### src/csov_pkg.sv
package csov_pkg;

  // Operation codes carried by an input word.
  typedef enum logic [2:0] {
    OP_FRAME_WRITE = 3'd0,
    OP_FRAME_READ  = 3'd1,
    OP_SPRITE_LOAD = 3'd2,
    OP_MOVE        = 3'd3,
    OP_SHOW        = 3'd4,
    OP_HIDE        = 3'd5,
    OP_FLUSH       = 3'd6
  } op_t;

  // Sequencer states.
  typedef enum logic [2:0] {
    ST_CLEAR,
    ST_IDLE,
    ST_EXEC,
    ST_READ,
    ST_RESTORE,
    ST_DRAWSET,
    ST_DRAW,
    ST_DONE
  } state_t;

  // Configuration register indexes and port widths.
  localparam int CFG_IDX_W  = 3;
  localparam int CFG_DATA_W = 7;

  localparam logic [CFG_IDX_W-1:0] REG_SCREEN_WIDTH   = 3'd0;
  localparam logic [CFG_IDX_W-1:0] REG_SCREEN_HEIGHT  = 3'd1;
  localparam logic [CFG_IDX_W-1:0] REG_CURSOR_WIDTH   = 3'd2;
  localparam logic [CFG_IDX_W-1:0] REG_CURSOR_HEIGHT  = 3'd3;
  localparam logic [CFG_IDX_W-1:0] REG_CURSOR_PRESENT = 3'd4;

  // Register values after reset.
  localparam logic [6:0] RST_SCREEN_WIDTH  = 7'd64;
  localparam logic [6:0] RST_SCREEN_HEIGHT = 7'd64;
  localparam logic [4:0] RST_CURSOR_WIDTH  = 5'd16;
  localparam logic [4:0] RST_CURSOR_HEIGHT = 5'd16;

  // Input word.
  typedef struct packed {
    op_t        op;
    logic [5:0] pos_x;
    logic [5:0] pos_y;
    logic [7:0] pixel_value;
  } item_t;

  // Result word.
  typedef struct packed {
    logic [7:0] read_pixel;
    logic       save_active;
  } result_t;

  // Configuration register file as seen by the sequencer.
  typedef struct packed {
    logic [6:0] screen_width;
    logic [6:0] screen_height;
    logic [4:0] cursor_width;
    logic [4:0] cursor_height;
    logic       cursor_present;
  } cfg_t;

endpackage

### src/csov_ctrl.sv
module csov_ctrl
  import csov_pkg::*;
#(
  parameter int FRAME_W    = 64,
  parameter int FRAME_H    = 64,
  parameter int CURSOR_MAX = 16
) (
  input  logic                                      clk,
  input  logic                                      rst,
  input  logic                                      start,
  input  item_t                                     item,
  input  cfg_t                                      cfg,
  output logic                                      busy,
  output logic                                      done,
  output result_t                                   result,
  output logic                                      frame_we,
  output logic [$clog2(FRAME_W*FRAME_H)-1:0]        frame_waddr,
  output logic [7:0]                                frame_wdata,
  output logic [$clog2(FRAME_W*FRAME_H)-1:0]        frame_raddr,
  input  logic [7:0]                                frame_rdata,
  output logic                                      sprite_we,
  output logic [$clog2(CURSOR_MAX*CURSOR_MAX)-1:0]  sprite_waddr,
  output logic [7:0]                                sprite_wdata,
  output logic [$clog2(CURSOR_MAX*CURSOR_MAX)-1:0]  sprite_raddr,
  input  logic [7:0]                                sprite_rdata,
  output logic                                      save_we,
  output logic [$clog2(CURSOR_MAX*CURSOR_MAX)-1:0]  save_waddr,
  output logic [7:0]                                save_wdata,
  output logic [$clog2(CURSOR_MAX*CURSOR_MAX)-1:0]  save_raddr,
  input  logic [7:0]                                save_rdata
);

  localparam int FA_W   = $clog2(FRAME_W * FRAME_H);
  localparam int SA_W   = $clog2(CURSOR_MAX * CURSOR_MAX);
  localparam int CI_W   = $clog2(CURSOR_MAX);
  localparam int CNT_W  = $clog2(CURSOR_MAX + 1);
  localparam int DMAX   = (FRAME_W > FRAME_H) ? FRAME_W : FRAME_H;
  localparam int DIM_W  = (DMAX > 127) ? $clog2(DMAX + 1) : 7;
  localparam logic [FA_W-1:0] CLR_LAST = FA_W'(FRAME_W * FRAME_H - 1);

  // Control state.
  state_t            state, state_next;
  logic [FA_W-1:0]   clr_addr, clr_addr_next;
  logic              save_valid, save_valid_next;
  logic              hidden, hidden_next;
  logic              draw_req, draw_req_next;
  logic              pend_restore, pend_restore_next;
  logic              pend_draw, pend_draw_next;
  logic [5:0]        cursor_x, cursor_x_next;
  logic [5:0]        cursor_y, cursor_y_next;
  logic [5:0]        save_ox, save_ox_next;
  logic [5:0]        save_oy, save_oy_next;
  logic [CNT_W-1:0]  save_cols, save_cols_next;
  logic [CNT_W-1:0]  save_rows, save_rows_next;

  // Working registers without reset.
  op_t               op_q, op_q_next;
  logic [5:0]        x_q, x_q_next;
  logic [5:0]        y_q, y_q_next;
  logic [7:0]        pv_q, pv_q_next;
  logic [7:0]        rd_q, rd_q_next;
  logic [CI_W-1:0]   col, col_next;
  logic [CI_W-1:0]   row, row_next;
  logic [FA_W-1:0]   fbase, fbase_next;
  logic [SA_W-1:0]   sbase, sbase_next;
  logic [FA_W-1:0]   wr_faddr, wr_faddr_next;
  logic [SA_W-1:0]   wr_saddr, wr_saddr_next;

  // Combinational helpers.
  logic [DIM_W-1:0]  sw_raw, sh_raw, cw_raw, ch_raw;
  logic [DIM_W-1:0]  eff_sw, eff_sh, eff_cw, eff_ch;
  logic [DIM_W-1:0]  room_x, room_y;
  logic [CNT_W-1:0]  clip_cols, clip_rows;
  logic              in_range, sp_range;
  logic [5:0]        mul_x, mul_y;
  logic [FA_W-1:0]   mul_addr;
  logic [SA_W-1:0]   load_addr;
  logic [FA_W-1:0]   cur_faddr;
  logic [SA_W-1:0]   cur_saddr;
  logic              last_col, last_row;
  logic              restore_begin;

  // Saturate the registers to their meaningful ranges.
  always_comb begin
    sw_raw = DIM_W'(cfg.screen_width);
    sh_raw = DIM_W'(cfg.screen_height);
    cw_raw = DIM_W'(cfg.cursor_width);
    ch_raw = DIM_W'(cfg.cursor_height);
    eff_sw = (sw_raw == '0) ? DIM_W'(1) :
             ((sw_raw > DIM_W'(FRAME_W)) ? DIM_W'(FRAME_W) : sw_raw);
    eff_sh = (sh_raw == '0) ? DIM_W'(1) :
             ((sh_raw > DIM_W'(FRAME_H)) ? DIM_W'(FRAME_H) : sh_raw);
    eff_cw = (cw_raw == '0) ? DIM_W'(1) :
             ((cw_raw > DIM_W'(CURSOR_MAX)) ? DIM_W'(CURSOR_MAX) : cw_raw);
    eff_ch = (ch_raw == '0) ? DIM_W'(1) :
             ((ch_raw > DIM_W'(CURSOR_MAX)) ? DIM_W'(CURSOR_MAX) : ch_raw);
  end

  // Clip the sprite at the right and bottom edges of the screen.
  always_comb begin
    room_x = eff_sw - DIM_W'(cursor_x);
    room_y = eff_sh - DIM_W'(cursor_y);
    if (DIM_W'(cursor_x) >= eff_sw) begin
      clip_cols = '0;
    end else begin
      clip_cols = CNT_W'((eff_cw > room_x) ? room_x : eff_cw);
    end
    if (DIM_W'(cursor_y) >= eff_sh) begin
      clip_rows = '0;
    end else begin
      clip_rows = CNT_W'((eff_ch > room_y) ? room_y : eff_ch);
    end
  end

  // Range checks for direct frame and sprite access.
  assign in_range = (DIM_W'(x_q) < eff_sw) && (DIM_W'(y_q) < eff_sh);
  assign sp_range = ({1'b0, x_q} < 7'(CURSOR_MAX)) && ({1'b0, y_q} < 7'(CURSOR_MAX));

  // Shared address unit: row times frame width plus column, with the origin
  // picked by the current step.
  always_comb begin
    if (state == ST_DRAWSET) begin
      mul_x = cursor_x;
      mul_y = cursor_y;
    end else if (op_q == OP_FRAME_WRITE || op_q == OP_FRAME_READ) begin
      mul_x = x_q;
      mul_y = y_q;
    end else begin
      mul_x = save_ox;
      mul_y = save_oy;
    end
  end

  assign mul_addr  = FA_W'(FA_W'(mul_y) * FA_W'(FRAME_W)) + FA_W'(mul_x);
  assign load_addr = SA_W'(SA_W'(y_q) * SA_W'(CURSOR_MAX)) + SA_W'(x_q);
  assign cur_faddr = fbase + FA_W'(col);
  assign cur_saddr = sbase + SA_W'(col);
  assign last_col  = (col == CI_W'(save_cols - CNT_W'(1)));
  assign last_row  = (row == CI_W'(save_rows - CNT_W'(1)));

  // Sequencer: next state, memory controls and register updates.
  always_comb begin
    state_next        = state;
    clr_addr_next     = clr_addr;
    save_valid_next   = save_valid;
    hidden_next       = hidden;
    draw_req_next     = draw_req;
    cursor_x_next     = cursor_x;
    cursor_y_next     = cursor_y;
    save_ox_next      = save_ox;
    save_oy_next      = save_oy;
    save_cols_next    = save_cols;
    save_rows_next    = save_rows;
    op_q_next         = op_q;
    x_q_next          = x_q;
    y_q_next          = y_q;
    pv_q_next         = pv_q;
    rd_q_next         = rd_q;
    col_next          = col;
    row_next          = row;
    fbase_next        = fbase;
    sbase_next        = sbase;
    pend_restore_next = 1'b0;
    pend_draw_next    = 1'b0;
    wr_faddr_next     = cur_faddr;
    wr_saddr_next     = cur_saddr;
    restore_begin     = 1'b0;

    frame_we     = 1'b0;
    frame_waddr  = wr_faddr;
    frame_wdata  = save_rdata;
    frame_raddr  = cur_faddr;
    sprite_we    = 1'b0;
    sprite_waddr = load_addr;
    sprite_wdata = pv_q;
    sprite_raddr = cur_saddr;
    save_we      = 1'b0;
    save_waddr   = wr_saddr;
    save_wdata   = frame_rdata;
    save_raddr   = cur_saddr;

    // Writes that complete a pixel read in the previous cycle.
    if (pend_restore) begin
      frame_we    = 1'b1;
      frame_wdata = save_rdata;
    end
    if (pend_draw) begin
      save_we     = 1'b1;
      frame_we    = (sprite_rdata != 8'd0);
      frame_wdata = sprite_rdata;
    end

    case (state)
      ST_CLEAR: begin
        frame_we      = 1'b1;
        frame_waddr   = clr_addr;
        frame_wdata   = 8'd0;
        clr_addr_next = clr_addr + FA_W'(1);
        if (clr_addr == CLR_LAST) begin
          state_next = ST_IDLE;
        end
      end
      ST_IDLE: begin
        if (start) begin
          op_q_next  = item.op;
          x_q_next   = item.pos_x;
          y_q_next   = item.pos_y;
          pv_q_next  = item.pixel_value;
          state_next = ST_EXEC;
        end
      end
      ST_EXEC: begin
        rd_q_next  = 8'd0;
        state_next = ST_DONE;
        case (op_q)
          OP_FRAME_WRITE: begin
            if (in_range) begin
              frame_we    = 1'b1;
              frame_waddr = mul_addr;
              frame_wdata = pv_q;
            end
          end
          OP_FRAME_READ: begin
            frame_raddr = mul_addr;
            state_next  = ST_READ;
          end
          OP_SPRITE_LOAD: begin
            sprite_we = sp_range;
          end
          OP_MOVE: begin
            cursor_x_next = x_q;
            cursor_y_next = y_q;
            draw_req_next = 1'b1;
            restore_begin = 1'b1;
          end
          OP_SHOW: begin
            hidden_next   = 1'b0;
            draw_req_next = 1'b1;
            restore_begin = 1'b1;
          end
          OP_HIDE: begin
            hidden_next   = 1'b1;
            draw_req_next = 1'b0;
            restore_begin = 1'b1;
          end
          OP_FLUSH: begin
            save_valid_next = 1'b0;
            hidden_next     = 1'b1;
          end
          default: begin
          end
        endcase
        // Put back the saved background before anything is drawn.
        if (restore_begin) begin
          save_valid_next = 1'b0;
          col_next        = '0;
          row_next        = '0;
          sbase_next      = '0;
          fbase_next      = mul_addr;
          if (save_valid && save_cols != '0 && save_rows != '0) begin
            state_next = ST_RESTORE;
          end else if (draw_req_next) begin
            state_next = ST_DRAWSET;
          end else begin
            state_next = ST_DONE;
          end
        end
      end
      ST_READ: begin
        rd_q_next  = in_range ? frame_rdata : 8'd0;
        state_next = ST_DONE;
      end
      ST_RESTORE: begin
        pend_restore_next = 1'b1;
        if (last_col) begin
          col_next   = '0;
          row_next   = row + CI_W'(1);
          fbase_next = fbase + FA_W'(FRAME_W);
          sbase_next = sbase + SA_W'(CURSOR_MAX);
          if (last_row) begin
            state_next = draw_req ? ST_DRAWSET : ST_DONE;
          end
        end else begin
          col_next = col + CI_W'(1);
        end
      end
      ST_DRAWSET: begin
        state_next = ST_DONE;
        if (cfg.cursor_present && !hidden) begin
          save_valid_next = 1'b1;
          save_ox_next    = cursor_x;
          save_oy_next    = cursor_y;
          save_cols_next  = clip_cols;
          save_rows_next  = clip_rows;
          col_next        = '0;
          row_next        = '0;
          sbase_next      = '0;
          fbase_next      = mul_addr;
          if (clip_cols != '0 && clip_rows != '0) begin
            state_next = ST_DRAW;
          end
        end
      end
      ST_DRAW: begin
        pend_draw_next = 1'b1;
        if (last_col) begin
          col_next   = '0;
          row_next   = row + CI_W'(1);
          fbase_next = fbase + FA_W'(FRAME_W);
          sbase_next = sbase + SA_W'(CURSOR_MAX);
          if (last_row) begin
            state_next = ST_DONE;
          end
        end else begin
          col_next = col + CI_W'(1);
        end
      end
      ST_DONE: begin
        state_next = ST_IDLE;
      end
      default: begin
        state_next = ST_IDLE;
      end
    endcase
  end

  // Control registers.
  always_ff @(posedge clk) begin
    if (rst) begin
      state        <= ST_CLEAR;
      clr_addr     <= '0;
      save_valid   <= 1'b0;
      hidden       <= 1'b0;
      draw_req     <= 1'b0;
      pend_restore <= 1'b0;
      pend_draw    <= 1'b0;
      cursor_x     <= '0;
      cursor_y     <= '0;
      save_ox      <= '0;
      save_oy      <= '0;
      save_cols    <= '0;
      save_rows    <= '0;
    end else begin
      state        <= state_next;
      clr_addr     <= clr_addr_next;
      save_valid   <= save_valid_next;
      hidden       <= hidden_next;
      draw_req     <= draw_req_next;
      pend_restore <= pend_restore_next;
      pend_draw    <= pend_draw_next;
      cursor_x     <= cursor_x_next;
      cursor_y     <= cursor_y_next;
      save_ox      <= save_ox_next;
      save_oy      <= save_oy_next;
      save_cols    <= save_cols_next;
      save_rows    <= save_rows_next;
    end
  end

  // Working registers.
  always_ff @(posedge clk) begin
    op_q     <= op_q_next;
    x_q      <= x_q_next;
    y_q      <= y_q_next;
    pv_q     <= pv_q_next;
    rd_q     <= rd_q_next;
    col      <= col_next;
    row      <= row_next;
    fbase    <= fbase_next;
    sbase    <= sbase_next;
    wr_faddr <= wr_faddr_next;
    wr_saddr <= wr_saddr_next;
  end

  // Handshake and result word.
  assign busy               = (state != ST_IDLE);
  assign done               = (state == ST_DONE);
  assign result.read_pixel  = rd_q;
  assign result.save_active = save_valid;

endmodule

### config.mk
export PLATFORM = sky130hd
export DESIGN_NAME = csov_ctrl
export DESIGN_NICKNAME = d
export VERILOG_FILES = /design/src/csov_pkg.sv /design/src/csov_ctrl.sv
export SDC_FILE = /design/constraint.sdc
export NUM_CORES = 1
export LEC_CHECK = 0
export BUFFER_PORTS_ARGS = -buffer_cell sky130_fd_sc_hd__clkbuf_2
export CORE_ASPECT_RATIO = 1.2
export CORE_MARGIN = 3
export CORE_UTILIZATION = 40
export CTS_BUF_LIST = sky130_fd_sc_hd__clkbuf_4 sky130_fd_sc_hd__clkbuf_8 sky130_fd_sc_hd__clkbuf_16
export CTS_CLUSTER_DIAMETER = 200
export CTS_CLUSTER_SIZE = 24
export DETAILED_ROUTE_END_ITERATION = 8
export HOLD_SLACK_MARGIN = 0.05
export RECOVER_POWER = 100
export SKIP_CTS_REPAIR_TIMING = 1
export SLEW_MARGIN = 25
export SYNTH_ARGS = -nofsm -noshare
export SYNTH_HDL_FRONTEND = slang
export SYNTH_SLANG_ARGS = --single-unit
### constraint.sdc
create_clock -name clk -period 4.2 [get_ports clk]
set_input_delay 0.63 -clock clk [delete_from_list [all_inputs] [get_ports clk]]
set_output_delay 0.63 -clock clk [all_outputs]
set_load 0.05 [all_outputs]
==> qor.yml <==
cts:
  cts_tree: "done"
  cts_buffers: 17
  clk_latency_ns: 0.42
  clock_sinks: 129
  cts_root_buffer: "clkbuf_16"
  cts_max_path_buffers: 2
  path_clk_slew_ns: 0.06
  h-tree-depth: 4
placement:
  dp_hpwl_um: 14900
  io_buffers: 168
  gp_congestion: 0.8255
  dp.cells: 1226
logic_synthesis:
  synthMostInstantiatedCell: "nand2_1"
  synth-edff-count: 55
  async_flop_share_pct: 0
  synthFlopType: "dfxtp_1"
  synth_top_cell_area_share_pct: 21.64
  ys_seq_area_share_pct: 41.05
  synth_cell_types: 58
  postSynthCellCount: 850
  synth_area_leader_cell: "edfxtp_1"
  synth.area.top_cells: "edfxtp_1, dfxtp_1, ha_1, nand2_1, a21oi_1"
  synth_area_um2: 7632
  ys_seq_elements: 129
  syn_nets: 980
  yosysWarningCount: 0
  postSynthAreaPerCell_um2: 8.979
  synth_common_cells: "nand2_1, dfxtp_1, nor2_1"
global_routing:
  grt_use_total_pct: 19.10
  grt_antenna_before_repair: 0
  grt_pass1_wl_um: 31620
  grt_max_degree: 30
  overflow: 0
  grt_pass1_vias: 6147
power:
  power_density_nw_per_um2: 703.8
  power_leakage_nw: 3.532
  totalPowerFinal_mw: 6.321
  irDropWorstVdd_uv: 477.5
cells_and_area:
  fin_nets: 1123
  final_cell_count_no_fill: 1258
  nFillCells: 1830
  synthToLayoutAreaGrowth_pct: 17.67
  antennaDiodeCount: 0
  drive_above_1_share_pct: 15.41
  regArea_um2: 3133
  multi_input_area_um2: 3933
timing:
  fin_crit_sh_pct: 93.65
  rsz0062_at_grt: "no"
  max_freq_mhz: 254.2
  report.final.slew_viol_count: 36
  worstMarginPinSlew_ns: 1.552
  setup_violations: 0
  period_needed_ns: 3.933
  finalClockSkew_ns: 0.009613
  tns_ns: 0
  hold_viol: 0
  slew_headroom_pct: -4.283
detailed_routing:
  first_iter_violations: 416
  via_per_inst: 5.007
  wl_per_cell_um: 15.63
  dr.pass1.iters: 5
  ant_nets: 0
  wl_um: 19670
  num_vias: 6299
  drc: 0
critical_path:
  crit_path_end_kind: "output port"
  startpoint_type: "primary input"
  critPathMaxFanout: 21
  worst_ep_arrival_time_ns: 3.30
  critPathRequiredTime_ns: 3.57
  path_class: "in -> out"
die:
  dieWidth_um: 132.1
  num_rows: 54
  initial_core_util_pct: 41.38
  fp.dieH_um: 157.3
  die_area_um2: 20780
  core-area_um2: 18450
  num_io_pins: 169
run_status:
  violations: "max-capacitance violations, max-slew violations"
  status: "complete, but fails checks"
min_path:
  hold_path.class: "in -> reg"
job:
  max_cap_viol_count: 2
[flip-flops by register name, indices dropped and copies added, names as in the netlist, 6 cells and up]
name          count
clr_addr         12
fbase            12
wr_faddr         12
rd_q              8
save_waddr        8
sprite_wdata      8
cursor_x          6
cursor_y          6
save_ox           6
save_oy           6
x_q               6
y_q               6
[critical path, cell delays in order]
cell and delay (ns):
clkbuf_2 0.18, nand2b_1 0.22, ha_1 0.28, nand2_1 0.08, or3_1 0.35, a21oi_1 0.21
or3_4 0.21, nor2_1 0.05, a31o_2 0.37, o21ai_0 0.21, clkbuf_1 0.49
[layout by cell type (no fill, tap or decap), types with 12 or more instances in the layout]
cell type,n
xor2_1,23
nor3_1,18
clkbuf_1,81
nand3_1,24
dfxtp_1,74
nand2_1,115
nor2b_1,15
xnor2_1,31
mux2i_1,22
o21ai_0,58
nand2b_1,17
edfxtp_1,55
a21oi_1,59
o221a_2,12
ha_1,51
inv_1,54
clkbuf_16,17
clkbuf_2,92
nor2_1,70
[cell type report]
type	count	share of cell area (%)
Multi-Input combinational cell	611	43.79
Sequential cell	129	34.88
Timing Repair Buffer	180	9.097
Clock buffer	22	5.224
Tap cell	252	3.511
Inverter	54	2.257
Clock inverter	10	1.240
[layer usage]
metal	part of all wire (%)	track usage [%]	vias to the layer above
met5	0	0	-
met4	1.5	6.353	0
met3	5.9	4.284	23
met2	48	32.64	176
met1	44	24.06	2895
li1	-	-	3205
[stage by stage]
stage               cell area (µm²)  utilization (%)  worst slack, ns  hold slack (ns)
floorplan                      7632                -           0.1365           0.4177
global placement               8562            46.42           0.3430           0.4297
detailed placement             8562            46.42           0.2660           0.4400
CTS                            9143            49.57           0.2871           0.3607
global route                   8981            48.69          0.08858           0.3657
finish                         8981            48.69           0.2666           0.3770
[power by group]
part / switching, mW / total (mW) / internal, mW
Sequential: 0.228 / 1.86 / 1.63
Combinational: 2.25 / 3.01 / 0.760
Clock: 0.540 / 1.45 / 0.910
[final timing paths]
kind                start              to  slack (ns)  cells past startpoint
min              item[16]          x_q[2]        0.38                      1
max reg2reg   cursor_y[0]        state[0]        0.79                     13
min reg2reg  save_rows[4]    save_rows[4]        0.45                      2
max               cfg[17]  frame_wdata[4]        0.27                     11
[cell families (layout without fill, tap and decap cells)]
logic type                 after synthesis  count (layout)  synth area share (%)
AOI/OAI and AO/OA                      157             157                 12.44
buffers and inverters                  110             266                 6.869
DFF                                    129             129                 41.05
xor gates and xnor gates                54              54                 6.197
adders and majority gates               55              55                 9.410
muxes                                   29              29                 3.918
and+or+nand+nor                        316             316                 20.11
(Power assumes the default switching activity.)
